[config.mk]
export PLATFORM = sky130hd
export DESIGN_NAME = key_command_decoder_top
export DESIGN_NICKNAME = d
export VERILOG_FILES = /design/src/hdl/kcd_pkg.sv /design/src/hdl/key_command_decoder_top.sv /design/src/hdl/kcd_decode.sv
export SDC_FILE = /design/constraint.sdc
export NUM_CORES = 1
export LEC_CHECK = 0
export ABC_AREA = 0
export BUFFER_PORTS_ARGS = -buffer_cell sky130_fd_sc_hd__buf_2
export CORE_MARGIN = 3
export CORE_UTILIZATION = 55
export CTS_BUF_LIST = sky130_fd_sc_hd__clkbuf_4 sky130_fd_sc_hd__clkbuf_8 sky130_fd_sc_hd__clkbuf_16
export CTS_CLUSTER_DIAMETER = 150
export DETAILED_ROUTE_END_ITERATION = 6
export MAX_ROUTING_LAYER = met4
export PLACE_DENSITY = 0.84
export SYNTH_ARGS = -nofsm -noshare
export SYNTH_HDL_FRONTEND = slang
export SYNTH_SLANG_ARGS = --single-unit
export TNS_END_PERCENT = 5
[constraint.sdc]
create_clock -name clk -period 6.1 [get_ports clk]
set_input_delay 0.61 -clock clk [delete_from_list [all_inputs] [get_ports clk]]
set_output_delay 0.61 -clock clk [all_outputs]
set_load 0.02 [all_outputs]
[src/hdl/kcd_pkg.sv]
// Package for the key command decoder: key byte constants, the fixed letter code table
// and the decoder state type. It has no dependencies.
package kcd_pkg;

    localparam int KeyWidth  = 8;
    localparam int CodeWidth = 32;

    localparam logic [KeyWidth-1:0] KEY_NONE    = 8'h00;
    localparam logic [KeyWidth-1:0] KEY_NL      = 8'h0a;
    localparam logic [KeyWidth-1:0] KEY_ESC     = 8'h1b;
    localparam logic [KeyWidth-1:0] KEY_BRACKET = 8'h5b;
    localparam logic [KeyWidth-1:0] KEY_PLUS    = 8'h2b;
    localparam logic [KeyWidth-1:0] KEY_MINUS   = 8'h2d;
    localparam logic [KeyWidth-1:0] KEY_DIGIT_0 = 8'h30;
    localparam logic [KeyWidth-1:0] KEY_DIGIT_9 = 8'h39;
    localparam logic [KeyWidth-1:0] KEY_ARROW_A = 8'h41;
    localparam logic [KeyWidth-1:0] KEY_ARROW_D = 8'h44;
    localparam logic [KeyWidth-1:0] KEY_LOWER_C = 8'h63;
    localparam logic [KeyWidth-1:0] KEY_LOWER_Q = 8'h71;
    localparam logic [KeyWidth-1:0] KEY_LOWER_R = 8'h72;

    localparam logic [CodeWidth-1:0] CODE_NONE   = 32'h0;
    localparam logic [CodeWidth-1:0] CODE_QUIT   = 32'h0000_0071;
    localparam logic [CodeWidth-1:0] CODE_BASE   = 32'h001b_4b00;
    localparam logic [CodeWidth-1:0] ARROW_BASE  = 32'h001b_5b00;
    localparam logic [CodeWidth-1:0] ESC_NUMBER  = 32'h0000_001b;
    localparam logic [CodeWidth-1:0] BRACKET_NUM = 32'h0000_005b;

    typedef struct packed {
        logic [CodeWidth-1:0] command_number;
        logic [CodeWidth-1:0] value_number;
        logic [CodeWidth-1:0] escape_second;
        logic                 value_entry;
    } kcd_state_t;

    // Low byte of the fixed code of a letter key, zero when the key has none.
    function automatic logic [KeyWidth-1:0] letter_code(input logic [KeyWidth-1:0] key);
        logic [KeyWidth-1:0] low;
        unique case (key)
            8'h77:   low = 8'h41;
            8'h73:   low = 8'h42;
            8'h64:   low = 8'h43;
            8'h61:   low = 8'h44;
            8'h65:   low = 8'h45;
            8'h74:   low = 8'h46;
            8'h79:   low = 8'h47;
            8'h75:   low = 8'h48;
            8'h69:   low = 8'h49;
            8'h6f:   low = 8'h50;
            8'h70:   low = 8'h51;
            8'h6c:   low = 8'h52;
            8'h6e:   low = 8'h53;
            8'h6d:   low = 8'h54;
            8'h76:   low = 8'h55;
            8'h78:   low = 8'h56;
            8'h7a:   low = 8'h57;
            8'h67:   low = 8'h58;
            8'h62:   low = 8'h59;
            8'h66:   low = 8'h60;
            8'h68:   low = 8'h61;
            8'h6a:   low = 8'h62;
            8'h6b:   low = 8'h63;
            default: low = 8'h00;
        endcase
        return low;
    endfunction

endpackage

[src/hdl/key_command_decoder_top.sv]
// Key command decoder top level: input register, decoder state, decoder logic and
// result register with stream handshakes. Depends on kcd_pkg and kcd_decode.
// A key item accepted into the input register is decoded from there into the result register.
// Throughput: one item per cycle; the input register refills while the result register
// drains, so only a stalled m_tready holds the input side back.
// Reset clears the valid flags, the command and value numbers, the escape byte and the
// value-entry flag.
module key_command_decoder_top (
    input  logic        clk,
    input  logic        rst_n,
    input  logic        s_tvalid,
    output logic        s_tready,
    input  logic [7:0]  s_tdata,   // [7:0] key_byte
    output logic        m_tvalid,
    input  logic        m_tready,
    output logic [31:0] m_tdata,   // [31:0] code
    output logic        m_tuser    // [0] advance_handler
);
    import kcd_pkg::*;

    logic                 in_valid_reg;
    logic [KeyWidth-1:0]  key_reg;
    logic                 out_valid_reg;
    logic [CodeWidth-1:0] code_reg;
    logic                 adv_reg;
    kcd_state_t           state_reg;
    kcd_state_t           state_next;
    logic [CodeWidth-1:0] code_next;
    logic                 adv_next;
    logic                 advance;

    assign advance  = in_valid_reg && (!out_valid_reg || m_tready);
    assign s_tready = !in_valid_reg || advance;

    kcd_decode u_decode (
        .key             (key_reg),
        .state           (state_reg),
        .state_next      (state_next),
        .code            (code_next),
        .advance_handler (adv_next)
    );

    always_ff @(posedge clk or negedge rst_n)
    begin
        if (!rst_n)
        begin
            in_valid_reg  <= 1'b0;
            out_valid_reg <= 1'b0;
            state_reg     <= '0;
        end
        else
        begin
            if (s_tready)
                in_valid_reg <= s_tvalid;
            if (advance)
            begin
                out_valid_reg <= 1'b1;
                state_reg     <= state_next;
            end
            else if (m_tready)
                out_valid_reg <= 1'b0;
        end
    end

    always_ff @(posedge clk)
    begin
        if (s_tready && s_tvalid)
            key_reg <= s_tdata;
        if (advance)
        begin
            code_reg <= code_next;
            adv_reg  <= adv_next;
        end
    end

    assign m_tvalid = out_valid_reg;
    assign m_tdata  = code_reg;
    assign m_tuser  = adv_reg;

    a_adv_code_zero: assert property (@(posedge clk) disable iff (!rst_n)
        m_tvalid && m_tuser |-> m_tdata == CODE_NONE)
        else $error("handler advance item carries a nonzero code");

    a_state_hold_on_stall: assert property (@(posedge clk) disable iff (!rst_n)
        !advance |=> $stable(state_reg))
        else $error("decoder state changed without an item moving to the result register");

    a_no_key_keeps_state: assert property (@(posedge clk) disable iff (!rst_n)
        advance && key_reg == KEY_NONE |=> $stable(state_reg) && m_tdata == CODE_NONE)
        else $error("empty key changed state or gave a code");

endmodule

[src/hdl/kcd_decode.sv]
// Combinational key decoder: from one key byte and the current state it forms the
// result code, the handler-advance flag and the next state. Depends on kcd_pkg.
module kcd_decode (
    input  logic [kcd_pkg::KeyWidth-1:0]  key,
    input  kcd_pkg::kcd_state_t           state,
    output kcd_pkg::kcd_state_t           state_next,
    output logic [kcd_pkg::CodeWidth-1:0] code,
    output logic                          advance_handler
);
    import kcd_pkg::*;

    logic [KeyWidth-1:0]  low;
    logic [3:0]           digit;
    logic [CodeWidth-1:0] selected;
    logic [CodeWidth-1:0] times_ten;
    logic [CodeWidth-1:0] stepped;

    assign low      = letter_code(key);
    assign digit    = 4'(key - KEY_DIGIT_0);
    assign selected = state.value_entry ? state.value_number : state.command_number;
    assign times_ten = {selected[CodeWidth-4:0], 3'b000} + {selected[CodeWidth-2:0], 1'b0}
                     + {{(CodeWidth-4){1'b0}}, digit};
    assign stepped  = (key == KEY_PLUS) ? state.escape_second + 32'd1
                                        : state.escape_second - 32'd1;

    always_comb
    begin
        state_next      = state;
        code            = CODE_NONE;
        advance_handler = 1'b0;
        priority if (key == KEY_NONE)
        begin
        end
        else if (low != 8'h00)
        begin
            state_next.command_number = '0;
            state_next.value_number   = '0;
            state_next.value_entry    = 1'b0;
            code = CODE_BASE | {{(CodeWidth-KeyWidth){1'b0}}, low};
        end
        else if (key == KEY_LOWER_Q)
        begin
            state_next.command_number = '0;
            state_next.value_number   = '0;
            state_next.value_entry    = 1'b0;
            code = CODE_QUIT;
        end
        else if (key == KEY_LOWER_R)
        begin
            state_next.command_number = '0;
            state_next.value_number   = '0;
            state_next.value_entry    = 1'b0;
            advance_handler = 1'b1;
        end
        else if (key == KEY_LOWER_C)
        begin
            state_next.value_entry = 1'b1;
        end
        else if (key == KEY_NL)
        begin
            code = {state.value_number[15:0], state.command_number[15:0]};
            state_next.command_number = '0;
            state_next.value_number   = '0;
            state_next.value_entry    = 1'b0;
        end
        else if (key == KEY_ESC)
        begin
            state_next.command_number = ESC_NUMBER;
        end
        else if (key == KEY_BRACKET)
        begin
            state_next.escape_second = BRACKET_NUM;
        end
        else if (key >= KEY_ARROW_A && key <= KEY_ARROW_D)
        begin
            if (state.command_number == ESC_NUMBER && state.escape_second == BRACKET_NUM)
            begin
                code = ARROW_BASE | {{(CodeWidth-KeyWidth){1'b0}}, key};
                state_next.command_number = '0;
                state_next.escape_second  = '0;
            end
        end
        else if (key >= KEY_DIGIT_0 && key <= KEY_DIGIT_9)
        begin
            if (state.value_entry)
                state_next.value_number = times_ten;
            else
                state_next.command_number = times_ten;
        end
        else if (key == KEY_PLUS || key == KEY_MINUS)
        begin
            state_next.escape_second = stepped;
            code = stepped;
        end
        else
        begin
        end
    end

endmodule

**Word level (Yosys, flattened, before mapping)**

Index checks and enable logic that the tools add are counted.

- Register bits: 139
- Bits in latches: 0
- Memory bits (writable): 0
- Memory bits (read-only): 0
- Input bits: 12
- Output and inout port bits: 35
- Logic and storage cells: 134
- Memories: 0

- Add/subtract/negate cells: 5
- Multipliers: 0
- Div/mod/pow operators: 0
- Order comparisons: 4
- Equality and inequality tests: 42
- Shift-type cells: 0
- Muxes and demuxes: 42
- Bitwise logic cells: 7
- Reductions and logical operators: 24

Operators with widths:

| kind | number |
|---|---|
| 32-bit 2-to-1 mux | 18 |
| 64-bit 2-to-1 mux | 8 |
| 8-bit by 7-bit == test with 1-bit output (second input constant) | 27 |
| 7-bit case mux with 23 select lines | 1 |
| 21-bit 2-to-1 mux | 5 |
| 96-bit 2-to-1 mux | 1 |
| 32-bit by 1-bit adder with 32-bit output (second input constant) | 1 |
| 32-bit adder | 1 |
| 32-bit by 4-bit adder with 32-bit output | 1 |
| 32-bit by 5-bit == test with 1-bit output (second input constant) | 1 |
| 32-bit by 7-bit == test with 1-bit output (second input constant) | 1 |
| 32-bit by 1-bit subtractor with 32-bit output (second input constant) | 1 |
| 31-bit 2-to-1 mux | 1 |
| 8-bit by 6-bit == test with 1-bit output (second input constant) | 2 |
| 8-bit nonzero test | 2 |
| 5-bit by 1-bit != test with 1-bit output (second input constant) | 3 |
| 6-bit nonzero test | 2 |
| 11-bit AND reduction | 1 |
| 8-bit by 4-bit == test with 1-bit output (second input constant) | 1 |
| 8-bit by 5-bit == test with 1-bit output (second input constant) | 1 |
| 8-bit by 6-bit >= comparator with 1-bit output (second input constant) | 1 |
| 8-bit by 7-bit >= comparator with 1-bit output (second input constant) | 1 |
| 8-bit by 6-bit <= comparator with 1-bit output (second input constant) | 1 |
| 8-bit by 7-bit <= comparator with 1-bit output (second input constant) | 1 |
| 21 further kinds | 41 |

**Depth between registers and ports, before layout**

- Word-level depth: 14
- Depth in mapped cells: 16
- Mapped depth without buffers: 14

**Modules after synthesis**

A second synthesis with hierarchy kept.

- Cell total of the unflattened synthesis: 1194
- Area total of the unflattened synthesis: 11532.3 µm²

Modules (own cells, without submodules):

| module | instances | cells an instance | area an instance (µm²) | seq. area each (µm²) |
|---|---|---|---|---|
| kcd_decode | 1 | 940 | 6536.3 | 0.0 |
| key_command_decoder_top | 1 | 254 | 4996.0 | 3708.6 |

**Worst setup path before layout**

Ideal clock, no wire load.

- Path type: reg2reg
- Start point: register key_reg[2]
- End point: register code_reg[30], in the netlist m_tdata[30], data pin
- Setup time: 0.256 ns
- Arrival: 4.077 ns
- Required time: 5.844 ns
- Setup slack: 1.766 ns
- Cell stages (with the launch flop): 15
- Buffers on the path: 0
- Period minus slack after synthesis: 4.334 ns
- Cells stage by stage: edfxtp_1 > nor2b_1 > nand2_1 > nor3_1 > inv_1 > ha_1 > nor2b_1 > o21ai_1 > a21oi_1 > o41ai_1 > o2111a_1 > o21ai_1 > a31oi_1 > xnor2_1 > a22o_1

- Longest elaborated chain between the ends: 8
- Elaborated cells on any way between the ends: 49
- Those cells by class: order compare (4); eq/ne (31); mux (8); reduce/logical (6)

Ends and longest elaborated chain:

| item | line | source |
|---|---|---|
| from (decl) | key_command_decoder_top.sv:22 | `logic [KeyWidth-1:0] key_reg;` |
| from (signal assigned) | key_command_decoder_top.sv:68 | `key_reg <= s_tdata;` |
| parallel branches: the longest is 8 deep, another holds 8-bit by 6-bit >= comparator with 1-bit output | n/a |  |
| to (signal assigned) | key_command_decoder_top.sv:71 | `code_reg <= code_next;` |
| to (decl) | key_command_decoder_top.sv:24 | `logic [CodeWidth-1:0] code_reg;` |

Parallel ways; which one is timed is not known.
A chain may end at the register's enable or synchronous reset.

**Final worst setup path**

- Start point: register key_reg[1]
- End point: register code_reg[31], in the netlist m_tdata[31], data pin

The elaborated chain is that of the path after synthesis.

==> run metrics <==
status=finished, final reports clean; max FFs per register=96; area share of the largest cell type after synthesis=about a quarter; syn nets=~1100; critical path required time=6.38 ns; largest net degree at the start of global routing=approximately 80; 1st-pass router iterations=6; diode count=0; crit end category=register; critical path launch point type=register; most frequent cell after synthesis=dfrtp_1; layout cells sized above 1=between 10% and 20%; Tcrit/Tclk final=between 70% and 80%; Routed WL per cell=between 20 and 25 um; Die Height=138 um; initial antenna violation count=0; total chip power=3.91 mW; deepest clock path buffer count=2; skew final=between 0.008 and 0.009 ns; Area Overhead vs Synth=10.8%; via/cell ratio=6.58; Placer Congestion=0.958; post-CTS setup buffer count=0; initial core utilization=around 57%; PortBufs=46; register bit total from synthesis=139; DRT antenna net count=0; PostCTS Resize Cnt=0; cell taking the most area after synthesis=dfrtp_1; CTS sink cnt=roughly 140; post-route design area=10700 sq um; fmax=0.208 GHz; Clock Pin Slew Worst Setup and Hold Paths=0.07 ns; CTS buffer count=17; DRT iter0 DRCs=around 840; Final Util=between 60% and 70%; EDFF count, synth=41; die width=138 um; Post-DP HPWL=about 18000 um; first-pass GRT wire length=41100 um; Multi-input gate area=5720 sq um; Slew Viols, Final=0; Slew @ Worst Pin=1.02 ns; Core Rows=47; RSZ-0062 raised after global routing=false; Hold Crit Class=input port to async pin; final setup fails=0; Final min period=a little under 5 ns; number of distinct library cells after synthesis=around 70; warnings from Yosys=0; CTS Root Cell=clkbuf_16; post-synthesis cell count=approximately 970; top cells by area, synth=dfrtp_1 (25%), edfxtp_1 (13%), ha_1 (12%), a22o_1 (7.4%), mux2_2 (3.6%); endpoints failing hold=0; GRT Overall Usage=27.1%; via count of the first global-routing pass=7848; die area=19100 sq um; Reg area=3680 sq um; cell area after synthesis=9630 sq um; # hold bufs at CTS=0; setup TNS=0 ns; Max H-tree Level=4; CP Max Fanout=25; Layout Cells excl Fill=1240; ys async rst share=roughly 71%; VDD IR max=0.249 mV; ys flop type=dfrtp_1; drt total wl=25400 um; dpl cell area=approximately 10000 sq um; Static Leakage=4.95 nW; Mapped Avg Cell Area=just under 10 sq um; DRC viols=0; R2R Setup Slk=1.29 ns; Worst-Skew Late Latency=approximately 0.44 ns; grt ovf=0; layout filler cell count=1363; Power Dens Cells=approximately 370 nW/um^2; io pins=47; vias=8160; core area=16900 sq um; worst path arrival time=5.08 ns; maxcap violations=0; commonest cells in the synthesized netlist=dfrtp_1 (98), ha_1 (89), a22o_1 (81); placed insts=1208; # nets final=1111; CTS tree=done; sequential area share after synthesis=about two fifths; WS Path Type=register to register; relative slew slack=31.9%
final cells by class:
| cell class | count | area share (%) |
|---|---|---|
| flip-flops and latches | 139 | 34.5 |
| repair buffers | 61 | 3.24 |
| multi-input cells | 768 | 53.6 |
| well taps | 220 | 2.58 |
| clock buffers | 17 | 3.99 |
| clock inverters | 15 | 1.42 |
| inverters | 20 | 0.703 |
path summary, 6_finish.rpt:
kind | startpoint | to | cells after the start
worst max-delay path | key_reg[1] | m_tdata[31] | 15
worst min-delay path | rst_n | state_reg[29] | 1
worst max register to register | key_reg[1] | m_tdata[31] | 15
worst min register to register | state_reg[56] | state_reg[56] | 2
max in group asynchronous | rst_n | state_reg[89] | 2
min in group clk | s_tdata[7] | key_reg[7] | 1
cells in the final DEF, fill, tap and decap left out, types with 4 or more instances in the layout:
cell	n
o21a_1	8
or3_1	5
edfxtp_1	41
nor2b_1	10
a211oi_1	6
and3_1	8
a41oi_1	4
nand2b_1	11
a31oi_1	9
a21oi_1	66
clkbuf_16	17
a221o_1	9
ha_1	89
o21bai_1	7
a22o_1	81
a22oi_1	8
o31ai_1	7
o21ai_1	11
buf_4	16
xnor2_1	38
nand2_1	80
mux2_2	31
and2_1	7
buf_2	45
nand3_1	10
dfrtp_1	98
nor2_1	51
nor4_1	14
inv_1	19
nand4_1	13
inv_6	7
nor3_1	15
o21ai_0	55
xor2_1	22
a21o_1	29
worst max-delay path: stages (launching register included):
cell	delay [ns]
edfxtp_1	0.88
nand2_1	0.21
nor3_1	0.23
buf_4	0.18
inv_1	0.21
buf_4	0.30
ha_1	0.36
a211oi_1	0.29
o21ai_0	0.20
o21a_1	0.22
and3_1	0.19
o311ai_1	0.41
a21oi_1	0.14
o221ai_1	0.37
xnor3_1	0.27
o21ai_0	0.16
power breakdown:
group	switching, mW	total [mW]	leakage (nW)	internal (mW)
registers	0.187	1.30	1.73	1.12
clock network	0.453	1.03	0.280	0.575
logic	0.893	1.58	2.94	0.691
total	1.53	3.91	4.95	2.38
kinds of logic after synthesis:
| group | synth area share, % |
|---|---|
| buffers and inverters | 2.65 |
| DFF | 38.2 |
| AOI/OAI and AO/OA | 24.2 |
| and+or+nand+nor | 13.2 |
| adders and majority gates | 12.2 |
| xor gates and xnor gates | 5.69 |
| muxes | 3.83 |
stage by stage:
stage / hold WS, ns / setup slack, ns
3_3_place_gp: 0.458 / 1.52
3_5_place_dp: 0.470 / 1.34
4_1_cts: 0.0490 / 1.32
2_1_floorplan: 0.314 / 1.77
5_1_grt: 0.0497 / 0.890
6_report: 0.0416 / 1.29
metal layers:
layer	track usage [%]	part of all wire, %	vias up
met5	-	0	-
met4	7.44	1.9	0
met3	5.18	6.5	49
met2	43.3	48	301
met1	35.6	44	4007
li1	-	-	3803
Note: power is estimated with default switching activity, not from simulation.
